## config.mk

```make
export PLATFORM = sky130hd
export DESIGN_NAME = binomial_iir_lowpass
export DESIGN_NICKNAME = d
export VERILOG_FILES = /design/src/design/bil_pkg.sv /design/src/design/binomial_iir_lowpass.sv
export SDC_FILE = /design/constraint.sdc
export NUM_CORES = 2
export LEC_CHECK = 0
export ABC_CLOCK_PERIOD_IN_PS = 35600
export BUFFER_PORTS_ARGS = -buffer_cell sky130_fd_sc_hd__buf_4
export CAP_MARGIN = 5
export CELL_PAD_IN_SITES_DETAIL_PLACEMENT = 0
export CELL_PAD_IN_SITES_GLOBAL_PLACEMENT = 2
export CORE_MARGIN = 5
export CORE_UTILIZATION = 45
export DETAILED_ROUTE_END_ITERATION = 8
export HOLD_SLACK_MARGIN = 0.03
export PLACE_DENSITY_LB_ADDON = 0.1
export SYNTH_ARGS = -nofsm -noshare
export SYNTH_HDL_FRONTEND = slang
export SYNTH_SLANG_ARGS = --single-unit
export TNS_END_PERCENT = 1
```

## constraint.sdc

```tcl
create_clock -name clk_i -period 35.6 [get_ports clk_i]
set_input_delay 1.78 -clock clk_i [delete_from_list [all_inputs] [get_ports clk_i]]
set_output_delay 1.78 -clock clk_i [all_outputs]
set_load 0.02 [all_outputs]
```

## src/design/bil_pkg.sv

```systemverilog
// Package with shared constants and helper functions for the binomial IIR lowpass filter.
package bil_pkg;

  localparam int unsigned CoefW   = 32;
  localparam int unsigned GainW   = 32;
  localparam int unsigned OrderW  = 2;
  localparam int unsigned FracW   = 28;
  localparam int unsigned SplitW  = 32;
  localparam int unsigned HiShift = SplitW - FracW;
  localparam int unsigned MulW    = 33;
  localparam int unsigned ProdW   = 2 * MulW;
  localparam int unsigned QloW    = ProdW - FracW;
  localparam int unsigned TermW   = 63;
  localparam int unsigned SumW    = 65;
  localparam int unsigned WideW   = 64;
  localparam int unsigned AddrW   = 5;
  localparam int unsigned DataW   = 32;
  localparam int unsigned RegIdxW = 3;

  localparam int unsigned TermLimExp = 61;
  localparam int unsigned TermThrExp = 58;

  localparam logic [RegIdxW-1:0] RegOrder = 3'd0;
  localparam logic [RegIdxW-1:0] RegCoefA = 3'd1;
  localparam logic [RegIdxW-1:0] RegCoefB = 3'd2;
  localparam logic [RegIdxW-1:0] RegCoefC = 3'd3;
  localparam logic [RegIdxW-1:0] RegGain  = 3'd4;

  localparam logic [OrderW-1:0] CoefSelA = 2'd0;
  localparam logic [OrderW-1:0] CoefSelB = 2'd1;
  localparam logic [OrderW-1:0] CoefSelC = 2'd2;

  typedef logic signed [CoefW-1:0] coef_t;

  // Binomial numerator weight of tap k for the given order (1 1, 1 2 1, 1 3 3 1).
  function automatic logic [1:0] binom_weight(input logic [OrderW-1:0] order,
                                              input logic [1:0] tap);
    logic [1:0] w;
    w = 2'd0;
    case (order)
      2'd1: begin
        if (tap == 2'd0 || tap == 2'd1) w = 2'd1;
      end
      2'd2: begin
        if (tap == 2'd1) w = 2'd2;
        else if (tap == 2'd0 || tap == 2'd2) w = 2'd1;
      end
      2'd3: begin
        if (tap == 2'd0 || tap == 2'd3) w = 2'd1;
        else w = 2'd3;
      end
      default: w = 2'd0;
    endcase
    return w;
  endfunction

endpackage

```

## src/design/binomial_iir_lowpass.sv

```systemverilog
// Top level of the binomial IIR lowpass filter with its sequencer and shared multiplier.
// Streaming IIR lowpass of order one to three with a fixed binomial numerator and
// configurable Q4.28 feedback weights; each input transaction yields one output
// transaction, the unscaled output times the Q0.32 inverse DC gain, saturated to the
// sample width. All products go through a single registered 33 by 33 bit multiplier:
// each feedback term passes low half, high half, rounding and clamp, and accumulate
// steps, and the gain scaling a low half, a high half and a final add and saturate step that
// waits while the output register is still full. The finished result sits in an output
// register, so the next sample can be taken while it waits. Configuration must be
// written over the APB port only while the block is idle; the block does not enforce
// this. An order of zero acts as order one and an order above MAX_ORDER as MAX_ORDER.
module binomial_iir_lowpass
  import bil_pkg::*;
#(
  parameter int unsigned SAMPLE_WIDTH = 16,
  parameter int unsigned ACC_WIDTH    = 48,
  parameter int unsigned MAX_ORDER    = 3
) (
  input  logic                           clk_i,
  input  logic                           rst_ni,
  input  logic                           psel,
  input  logic                           penable,
  input  logic                           pwrite,
  input  logic [AddrW-1:0]               paddr,
  input  logic [DataW-1:0]               pwdata,
  output logic [DataW-1:0]               prdata,
  output logic                           pready,
  input  logic                           in_valid_i,
  output logic                           in_ready_o,
  input  logic signed [SAMPLE_WIDTH-1:0] sample_in_i,
  output logic                           out_valid_o,
  input  logic                           out_ready_i,
  output logic signed [SAMPLE_WIDTH-1:0] filtered_out_o
);

  localparam int unsigned IdxW = (MAX_ORDER > 1) ? $clog2(MAX_ORDER) : 1;

  localparam logic signed [SumW-1:0] AccMax = (SumW'(1) <<< (ACC_WIDTH - 1)) - SumW'(1);
  localparam logic signed [SumW-1:0] AccMin = -AccMax - SumW'(1);
  localparam logic signed [ProdW-1:0] SmpMax =
    (ProdW'(1) <<< (SAMPLE_WIDTH - 1)) - ProdW'(1);
  localparam logic signed [ProdW-1:0] SmpMin = -SmpMax - ProdW'(1);
  localparam logic signed [ProdW-1:0] TermLim = ProdW'(1) <<< TermLimExp;
  localparam logic signed [ProdW-1:0] TermThr = ProdW'(1) <<< TermThrExp;
  localparam logic signed [ProdW-1:0] RndLo   = ProdW'(1) <<< (FracW - 1);
  localparam logic signed [ProdW-1:0] RndOut  = ProdW'(1) <<< (SplitW - 1);

  typedef enum logic [2:0] {
    S_IDLE,
    S_LO,
    S_HI,
    S_TERM,
    S_SUM,
    S_OLO,
    S_OHI,
    S_OFIN
  } state_e;

  state_e                          state_q;
  logic [OrderW-1:0]               order_q;
  logic [IdxW-1:0]                 tcnt_q;
  logic [OrderW-1:0]               cfg_order_q;
  coef_t                           coef_a_q;
  coef_t                           coef_b_q;
  coef_t                           coef_c_q;
  logic [GainW-1:0]                gain_q;
  logic signed [SAMPLE_WIDTH-1:0]  in_hist_q  [MAX_ORDER];
  logic signed [ACC_WIDTH-1:0]     out_hist_q [MAX_ORDER];
  logic signed [SAMPLE_WIDTH-1:0]  x_q;
  logic signed [SumW-1:0]          acc_q;
  logic signed [ProdW-1:0]         prod_q;
  logic signed [QloW-1:0]          qlo_q;
  logic signed [TermW-1:0]         term_q;
  logic [SplitW-1:0]               tlo_q;
  logic                            out_valid_q;
  logic signed [SAMPLE_WIDTH-1:0]  out_data_q;

  logic                            cfg_wr;
  logic [RegIdxW-1:0]              reg_idx;
  logic                            accept_in;
  logic [OrderW-1:0]               order_eff;
  logic signed [SumW-1:0]          bsum;
  logic signed [ACC_WIDTH-1:0]     y_sel;
  logic signed [WideW-1:0]         y_ext;
  logic signed [WideW-1:0]         acc_ext;
  logic [OrderW-1:0]               coef_idx;
  coef_t                           coef_sel;
  logic signed [MulW-1:0]          mul_a;
  logic signed [MulW-1:0]          mul_b;
  logic signed [ProdW-1:0]         mul_p;
  logic signed [ProdW-1:0]         lo_rnd;
  logic signed [QloW-1:0]          qlo_d;
  logic signed [ProdW-1:0]         term_raw;
  logic signed [TermW-1:0]         term_d;
  logic signed [SumW-1:0]          sum_d;
  logic signed [SumW-1:0]          acc_sat;
  logic                            term_last;
  logic signed [ProdW-1:0]         out_rnd;
  logic [SplitW-1:0]               tlo_d;
  logic signed [ProdW-1:0]         out_raw;
  logic signed [SAMPLE_WIDTH-1:0]  out_d;

  assign cfg_wr     = psel & penable & pwrite;
  assign reg_idx    = paddr[AddrW-1:2];
  assign pready     = 1'b1;
  assign in_ready_o = (state_q == S_IDLE);
  assign accept_in  = in_valid_i & in_ready_o;

  assign out_valid_o    = out_valid_q;
  assign filtered_out_o = out_data_q;

  always_comb begin
    case (reg_idx)
      RegOrder: prdata = DataW'(cfg_order_q);
      RegCoefA: prdata = coef_a_q;
      RegCoefB: prdata = coef_b_q;
      RegCoefC: prdata = coef_c_q;
      RegGain:  prdata = gain_q;
      default:  prdata = '0;
    endcase
  end

  always_comb begin
    order_eff = cfg_order_q;
    if (cfg_order_q == 2'd0) begin
      order_eff = 2'd1;
    end else if (cfg_order_q > OrderW'(MAX_ORDER)) begin
      order_eff = OrderW'(MAX_ORDER);
    end
  end

  // Binomial numerator over the new sample and the stored input history.
  always_comb begin
    logic signed [SAMPLE_WIDTH-1:0] tap;
    logic [1:0]                     w;
    bsum = '0;
    for (int k = 0; k <= 3; k++) begin
      tap = '0;
      if (k == 0) begin
        tap = sample_in_i;
      end else if (k <= MAX_ORDER) begin
        tap = in_hist_q[k-1];
      end
      w = binom_weight(order_eff, 2'(k));
      if (w[0]) bsum = bsum + SumW'(tap);
      if (w[1]) bsum = bsum + (SumW'(tap) <<< 1);
    end
  end

  assign y_sel     = out_hist_q[tcnt_q];
  assign y_ext     = WideW'(y_sel);
  assign acc_ext   = acc_q[WideW-1:0];
  assign coef_idx  = order_q - 2'd1 - 2'(tcnt_q);
  assign term_last = (2'(tcnt_q) == order_q - 2'd1);

  always_comb begin
    case (coef_idx)
      CoefSelA: coef_sel = coef_a_q;
      CoefSelB: coef_sel = coef_b_q;
      CoefSelC: coef_sel = coef_c_q;
      default:  coef_sel = coef_a_q;
    endcase
  end

  always_comb begin
    mul_a = '0;
    mul_b = '0;
    case (state_q)
      S_LO: begin
        mul_a = MulW'(coef_sel);
        mul_b = {1'b0, y_ext[SplitW-1:0]};
      end
      S_HI: begin
        mul_a = MulW'(coef_sel);
        mul_b = MulW'(signed'(y_ext[WideW-1:SplitW]));
      end
      S_OLO: begin
        mul_a = {1'b0, gain_q};
        mul_b = {1'b0, acc_ext[SplitW-1:0]};
      end
      S_OHI: begin
        mul_a = {1'b0, gain_q};
        mul_b = MulW'(signed'(acc_ext[WideW-1:SplitW]));
      end
      default: begin
        mul_a = '0;
        mul_b = '0;
      end
    endcase
  end

  assign mul_p = mul_a * mul_b;

  assign lo_rnd = prod_q + RndLo;
  assign qlo_d  = lo_rnd[ProdW-1:FracW];

  assign term_raw = (prod_q <<< HiShift) + ProdW'(qlo_q);

  always_comb begin
    if (prod_q > TermThr) begin
      term_d = TermW'(TermLim);
    end else if (prod_q < -TermThr) begin
      term_d = TermW'(-TermLim);
    end else if (term_raw > TermLim) begin
      term_d = TermW'(TermLim);
    end else if (term_raw < -TermLim) begin
      term_d = TermW'(-TermLim);
    end else begin
      term_d = TermW'(term_raw);
    end
  end

  assign sum_d = acc_q + SumW'(term_q);

  always_comb begin
    if (sum_d > AccMax) begin
      acc_sat = AccMax;
    end else if (sum_d < AccMin) begin
      acc_sat = AccMin;
    end else begin
      acc_sat = sum_d;
    end
  end

  assign out_rnd = prod_q + RndOut;
  assign tlo_d   = out_rnd[WideW-1:SplitW];
  assign out_raw = prod_q + ProdW'({1'b0, tlo_q});

  always_comb begin
    if (out_raw > SmpMax) begin
      out_d = SAMPLE_WIDTH'(SmpMax);
    end else if (out_raw < SmpMin) begin
      out_d = SAMPLE_WIDTH'(SmpMin);
    end else begin
      out_d = SAMPLE_WIDTH'(out_raw);
    end
  end

  always_ff @(posedge clk_i or negedge rst_ni) begin
    if (!rst_ni) begin
      state_q     <= S_IDLE;
      order_q     <= 2'd1;
      tcnt_q      <= '0;
      cfg_order_q <= 2'd1;
      coef_a_q    <= '0;
      coef_b_q    <= '0;
      coef_c_q    <= '0;
      gain_q      <= '0;
      in_hist_q   <= '{default: '0};
      out_hist_q  <= '{default: '0};
      acc_q       <= '0;
      out_valid_q <= 1'b0;
      out_data_q  <= '0;
    end else begin
      if (cfg_wr) begin
        case (reg_idx)
          RegOrder: cfg_order_q <= pwdata[OrderW-1:0];
          RegCoefA: coef_a_q    <= pwdata;
          RegCoefB: coef_b_q    <= pwdata;
          RegCoefC: coef_c_q    <= pwdata;
          RegGain:  gain_q      <= pwdata;
          default:  ;
        endcase
      end
      if (out_valid_q && out_ready_i && (state_q != S_OFIN)) begin
        out_valid_q <= 1'b0;
      end
      case (state_q)
        S_IDLE: begin
          if (accept_in) begin
            acc_q   <= bsum;
            order_q <= order_eff;
            tcnt_q  <= '0;
            state_q <= S_LO;
          end
        end
        S_LO:   state_q <= S_HI;
        S_HI:   state_q <= S_TERM;
        S_TERM: state_q <= S_SUM;
        S_SUM: begin
          if (term_last) begin
            acc_q         <= acc_sat;
            in_hist_q[0]  <= x_q;
            out_hist_q[0] <= acc_sat[ACC_WIDTH-1:0];
            for (int k = 1; k < MAX_ORDER; k++) begin
              in_hist_q[k]  <= in_hist_q[k-1];
              out_hist_q[k] <= out_hist_q[k-1];
            end
            state_q <= S_OLO;
          end else begin
            acc_q   <= sum_d;
            tcnt_q  <= tcnt_q + IdxW'(1);
            state_q <= S_LO;
          end
        end
        S_OLO: state_q <= S_OHI;
        S_OHI: state_q <= S_OFIN;
        S_OFIN: begin
          if (!out_valid_q || out_ready_i) begin
            out_valid_q <= 1'b1;
            out_data_q  <= out_d;
            state_q     <= S_IDLE;
          end
        end
        default: state_q <= S_IDLE;
      endcase
    end
  end

  always_ff @(posedge clk_i) begin
    if (state_q != S_OFIN) begin
      prod_q <= mul_p;
    end
    if (accept_in) begin
      x_q <= sample_in_i;
    end
    if (state_q == S_HI) begin
      qlo_q <= qlo_d;
    end
    if (state_q == S_TERM) begin
      term_q <= term_d;
    end
    if (state_q == S_OHI) begin
      tlo_q <= tlo_d;
    end
  end

`ifndef SYNTH
  a_accept_starts: assert property (@(posedge clk_i) disable iff (!rst_ni)
    accept_in |=> (state_q == S_LO))
    else $error("Accepted transaction did not start the multiply sequence.");

  a_result_from_final: assert property (@(posedge clk_i) disable iff (!rst_ni)
    $rose(out_valid_q) |-> $past(state_q == S_OFIN))
    else $error("Output became valid outside the final step.");

  a_order_range: assert property (@(posedge clk_i) disable iff (!rst_ni)
    (state_q != S_IDLE) |-> (order_q != 2'd0 && order_q <= OrderW'(MAX_ORDER)))
    else $error("Latched order is out of range while busy.");

  a_term_count: assert property (@(posedge clk_i) disable iff (!rst_ni)
    (state_q != S_IDLE) |-> (2'(tcnt_q) < order_q))
    else $error("Feedback term counter ran past the order.");
`endif

endmodule

```

-- Word level (Yosys, flattened, before mapping)
Index checks and enable logic that the tools add are counted.
- $add $sub $neg: 15
- multiply operators: 1
- order comparisons: 10
- equality and inequality tests: 21
- muxes and demuxes: 41
- bitwise gates (word level): 4
- reductions and logical operators: 23
- operator list (cell ; number):
    65-bit two-way mux ; 12
    65-bit by 17-bit adder with 65-bit output ; 4
    65-bit by 16-bit adder with 65-bit output ; 3
    63-bit two-way mux ; 3
    32-bit one-hot mux with 5 select lines ; 1
    33-bit one-hot mux with 4 select lines ; 1
    65-bit one-hot mux with 2 select lines ; 1
    48-bit binary-select mux with 2-bit select ; 1
    48-bit two-way mux ; 2
    66-bit by 29-bit adder with 66-bit output (second input constant) ; 1
    66-bit by 32-bit adder with 66-bit output ; 1
    66-bit by 38-bit adder with 66-bit output ; 1
    66-bit by 16-bit > comparator with 1-bit output (second input constant) ; 1
    66-bit by 60-bit > comparator with 1-bit output (second input constant) ; 1
    66-bit by 63-bit > comparator with 1-bit output (second input constant) ; 1
    66-bit by 16-bit < comparator with 1-bit output (second input constant) ; 1
    66-bit by 59-bit < comparator with 1-bit output (second input constant) ; 1
    66-bit by 62-bit < comparator with 1-bit output (second input constant) ; 1
    33-bit by 33-bit multiplier with 66-bit output ; 1
    33-bit one-hot mux with 2 select lines ; 1
    65-bit by 63-bit adder with 65-bit output ; 1
    65-bit by 48-bit > comparator with 1-bit output (second input constant) ; 1
    65-bit by 48-bit < comparator with 1-bit output (second input constant) ; 1
    64-bit by 33-bit adder with 64-bit output (second input constant) ; 1
    other kinds (35) ; 72
- flip-flop bits (word level): 626
- input port bits: 60
- output and inout bits: 51
- logic and storage cells: 138

-- Depth between registers and ports, before layout
- depth after elaboration: 23
- gate-level depth with buffers: 68
- mapped depth without buffers: 66

-- Least setup slack after synthesis
No wires, ideal clock.
- path kind: input-to-reg
- start: input sample_in_i[0]
- end: register acc_q[64]
- library setup time: 123 ps
- arrival time: 13496 ps
- data required time: 35477 ps
- slack: 21982 ps
- stages on the path: 67
- path buffers: 4
- path through: clkbuf_1 ha_1 ha_1 a21o_1 maj3_1 maj3_1 a21oi_1 o211ai_1 a21oi_1 o31ai_1 a21oi_1 nor2_1 nor2_1 inv_1 fa_1 inv_1 fa_1 a21oi_1 [... 31 more ...] xnor2_1 a21o_1 ha_1 clkbuf_1 a21o_1 a21o_1 a21oi_1 o21bai_1 a21o_1 a21o_1 a21o_1 o21bai_1 a211oi_1 nand3_1 xor2_1 nor2_1 nand3_1 nor3b_1
- cells in the longest elaborated chain, start to end: 17
- ends and longest elaborated chain (what ; RTL line ; RTL):
    start: declaration ; binomial_iir_lowpass.sv:30 ; input logic signed [SAMPLE_WIDTH-1:0] sample_in_i,
    65-bit two-way mux ; binomial_iir_lowpass.sv:145 ; if (w[0]) bsum = bsum + SumW'(tap);
    65-bit by 17-bit adder with 65-bit output ; binomial_iir_lowpass.sv:146 ; if (w[1]) bsum = bsum + (SumW'(tap) <<< 1);
    65-bit two-way mux (*) ; binomial_iir_lowpass.sv:146 ;
    65-bit by 16-bit adder with 65-bit output ; binomial_iir_lowpass.sv:145 ;
    65-bit two-way mux (*) ; binomial_iir_lowpass.sv:145 ;
    65-bit by 17-bit adder with 65-bit output ; binomial_iir_lowpass.sv:146 ;
    65-bit two-way mux (*) ; binomial_iir_lowpass.sv:146 ;
    65-bit by 16-bit adder with 65-bit output ; binomial_iir_lowpass.sv:145 ;
    65-bit two-way mux (*) ; binomial_iir_lowpass.sv:145 ;
    65-bit by 17-bit adder with 65-bit output ; binomial_iir_lowpass.sv:146 ;
    65-bit two-way mux (*) ; binomial_iir_lowpass.sv:146 ;
    65-bit by 16-bit adder with 65-bit output ; binomial_iir_lowpass.sv:145 ;
    65-bit two-way mux (*) ; binomial_iir_lowpass.sv:145 ;
    65-bit by 17-bit adder with 65-bit output ; binomial_iir_lowpass.sv:146 ;
    65-bit two-way mux (*) ; binomial_iir_lowpass.sv:146 ;
    65-bit two-way mux (*) ; binomial_iir_lowpass.sv:270 ; if (accept_in) begin
    65-bit one-hot mux with 2 select lines (*) ; binomial_iir_lowpass.sv:268 ; case (state_q)
    end signal: assignment ; binomial_iir_lowpass.sv:271 ; acc_q <= bsum;
    end signal: assignment ; binomial_iir_lowpass.sv:282 ; acc_q <= acc_sat;
    end signal: assignment ; binomial_iir_lowpass.sv:291 ; acc_q <= sum_d;
    end: declaration ; binomial_iir_lowpass.sv:70 ; logic signed [SumW-1:0] acc_q;
Every way passes the cells marked *; elsewhere a longest branch is shown, timed or not. The select of a mux whose other input is x is not followed.
A chain may end at the register's enable or synchronous reset.

-- Worst setup path in the final report
- start: input sample_in_i[0]
- end: register acc_q[63]
Same word-level chain as after synthesis.

==> results.json <==
{
  "synth_top_area_share_pct": 25.2,
  "crit_path_top_delay_cell": "a2111oi_0",
  "die_w_um": 465,
  "cts_buffers": 84,
  "cp.buffers_inverters": 3,
  "ctsResizeCount": 0,
  "gp_congestion": 0.977,
  "cts_tree": "yes",
  "drtAntennaViolNets": 0,
  "slew_headroom_pct": 16.0,
  "post_cts_buffers": 0,
  "numPortBuffers": 107,
  "synth.most_common_cell": "nand2_1",
  "cp_slowest_stage_delay_ns": 0.99,
  "setup.worst_path.end_class": "flop",
  "synth_cell_types": 111,
  "synth_area_um2": 93200,
  "yosysSeqAreaShare_pct": 18.0,
  "vias_per_cell": 6.01,
  "drive_above_1_share_pct": 6.66,
  "synth-warning-count": 0,
  "hold_violations": 0,
  "cts.path.max_buffers": 3,
  "die_area_um2": 216000,
  "cts-root-buf": "clkbuf_16",
  "synth_fp_nets": 12705,
  "grt_pass1_vias": 82556,
  "vias": 80519,
  "start_util_pct": 45.1,
  "dominantRegCellSynth": "dfrtp_1",
  "drt_iter0_markers": 6642,
  "clk_latency_ns": 0.75,
  "grt_antenna_before_repair": 13,
  "path_delay_family": "compound AO/OA/AOI/OAI gates",
  "setup_viol": 0,
  "synth_area_leaders": "fa_1 25%, dfrtp_1 11%, ha_1 8.7%",
  "clkSinkCount": 626,
  "synth_seq_cells": 626,
  "synth_top_cell_by_area": "fa_1",
  "tightest_slew_ns": 1.23,
  "status": "complete, no violations",
  "max_freq_mhz": 63.2,
  "drc_errors": 0,
  "netlist_instances": 10825,
  "grt_max_degree": 178,
  "syn2layout_area_growth_pct": 7.03,
  "dr.pass1.iters": 6,
  "drt-total-wl_um": 374000,
  "syn_area_per_cell_um2": 8.61,
  "netlist_top_cells_count": "1828 x nand2_1, 1183 x inv_1, 1172 x fa_1",
  "grt_pass1_wl_um": 551000,
  "fin_skew_ns": 0.0739,
  "fin_tns_setup_ns": 0,
  "critical_path_class": "input port to flop",
  "track_usage_pct": 34.2,
  "dp_hpwl_um": 295000,
  "detail_route.wl_per_cell_um": 27.9,
  "required_ns": 36.11,
  "die_y_um": 465,
  "grt_overflow": 0,
  "htree_levels": 3,
  "min_period_ns": 15.83,
  "cpMostUsedCell": "a21oi_1",
  "finalMaxSlewViolations": 0,
  "core_um2": 207000,
  "synth-edff-count": 215,
  "cp-start-kind": "input port",
  "fin_crit_sh_pct": 44.5,
  "clkTransAtPathRegs_ns": 0.06,
  "synthArstFlopShare_pct": 65.7,
  "maxCapViolations": 0,
  "path_max_fanout": 10,
  "hold_class": "flop to flop",
  "crit_arrival_ns": 16.34,
  "std_cell_rows": 167,
  "cts_hold_buf": 0,
  "final_nets": 12491,
  "rsz0062_at_grt": "no",
  "io_pins": 111
}
==> worst min-delay path: stages (launching register included) <==
cell and delay, ns:
edfxtp_1 0.32, nand2_1 0.04, nand2_1 0.04
==> routing by layer <==
metal / vias to the layer above / wire, um / track usage [%]
li1: 35938 / - / -
met1: 40848 / 147000 / 42.3
met2: 2918 / 177000 / 57.2
met3: 809 / 22900 / 4.96
met4: 6 / 26300 / 19.5
met5: - / 40 / 0
==> sequential cells by signal (all words and copies together) (netlist names), 38 cells and up <==
signal      count
out_hist_q    144
prod_q         66
acc_q          65
term_q         63
in_hist_q      48
qlo_q          38
==> per-stage QoR <==
stage | instances | hold slack [ns] | setup WS [ns] | utilization (%) | area, um^2
after floorplan | 10825 | 0.415 | 21.98 | - | 93200
after global placement | 13229 | 0.419 | 19.30 | 46.8 | 96800
after detailed placement | 13229 | 0.431 | 19.30 | 46.8 | 96800
after CTS | 13385 | 0.444 | 19.99 | 48.3 | 99700
after global routing | 13386 | 0.457 | 18.80 | 48.3 | 99700
final | 13394 | 0.437 | 19.77 | 48.3 | 99800
==> final cells by class <==
| class | instances | area [um^2] |
|---|---|---|
| inverters | 1185 | 4450 |
| multi-input cells | 8419 | 70000 |
| diodes | 9 | 22.5 |
| repair buffers | 295 | 2250 |
| clock buffers | 115 | 2390 |
| well taps | 2704 | 3380 |
| clock inverters | 41 | 552 |
| fillers | 20217 | 107000 |
| flip-flops and latches | 626 | 16800 |
==> cells by family after synthesis <==
logic type | count (synthesis) | synth area share (%)
AND/OR/NAND/NOR | 3440 | 16.3
AO/OA/AOI/OAI | 2410 | 17.1
adder cells (fa/ha/maj) | 1827 | 33.9
buffers and inverters | 1780 | 7.25
flip-flops | 626 | 18.0
XOR/XNOR | 543 | 5.13
multiplexers | 198 | 2.31
other | 1 | 0.00402
==> worst paths after layout <==
path / slack (ns) / cells past startpoint / start / end
worst max-delay path: 19.77 / 56 / sample_in_i[0] / acc_q[63]
worst min register to register: 0.44 / 2 / x_q[11] / in_hist_q[43]
worst min-delay path: 0.44 / 2 / x_q[11] / in_hist_q[43]
max in group asynchronous: 31.32 / 4 / rst_ni / out_hist_q[142]
min in group asynchronous: 1.12 / 1 / rst_ni / filtered_out_o[15]
worst max register to register: 20.50 / 55 / in_hist_q[32] / acc_q[63]
==> placed cells by master (no fill, tap or decap), types with 59 or more instances in the layout <==
cell | synthesis | routed
a31oi_1 | 71 | 71
nor2_1 | 674 | 665
buf_4 | 3 | 292
nor3_1 | 110 | 110
nand3_1 | 128 | 127
ha_1 | 648 | 647
mux2i_1 | 59 | 59
a21o_1 | 380 | 380
mux2_2 | 139 | 139
a21oi_1 | 624 | 624
fa_1 | 1172 | 1172
o21bai_1 | 79 | 79
clkbuf_16 | 0 | 86
nand4_1 | 113 | 113
dfrtp_1 | 409 | 404
and3_1 | 75 | 75
a22oi_1 | 86 | 86
xor2_1 | 221 | 221
o211ai_1 | 91 | 91
inv_1 | 1183 | 1183
and2_1 | 114 | 113
nand2b_1 | 101 | 101
nor2b_1 | 111 | 111
nand2_1 | 1828 | 1822
edfxtp_1 | 215 | 215
o21a_1 | 113 | 113
xnor2_1 | 320 | 320
o21ai_0 | 419 | 418
Power is left out: the tool's default activity adds up to more than one toggle a clock period on the data nets, which glitch-free logic cannot reach.
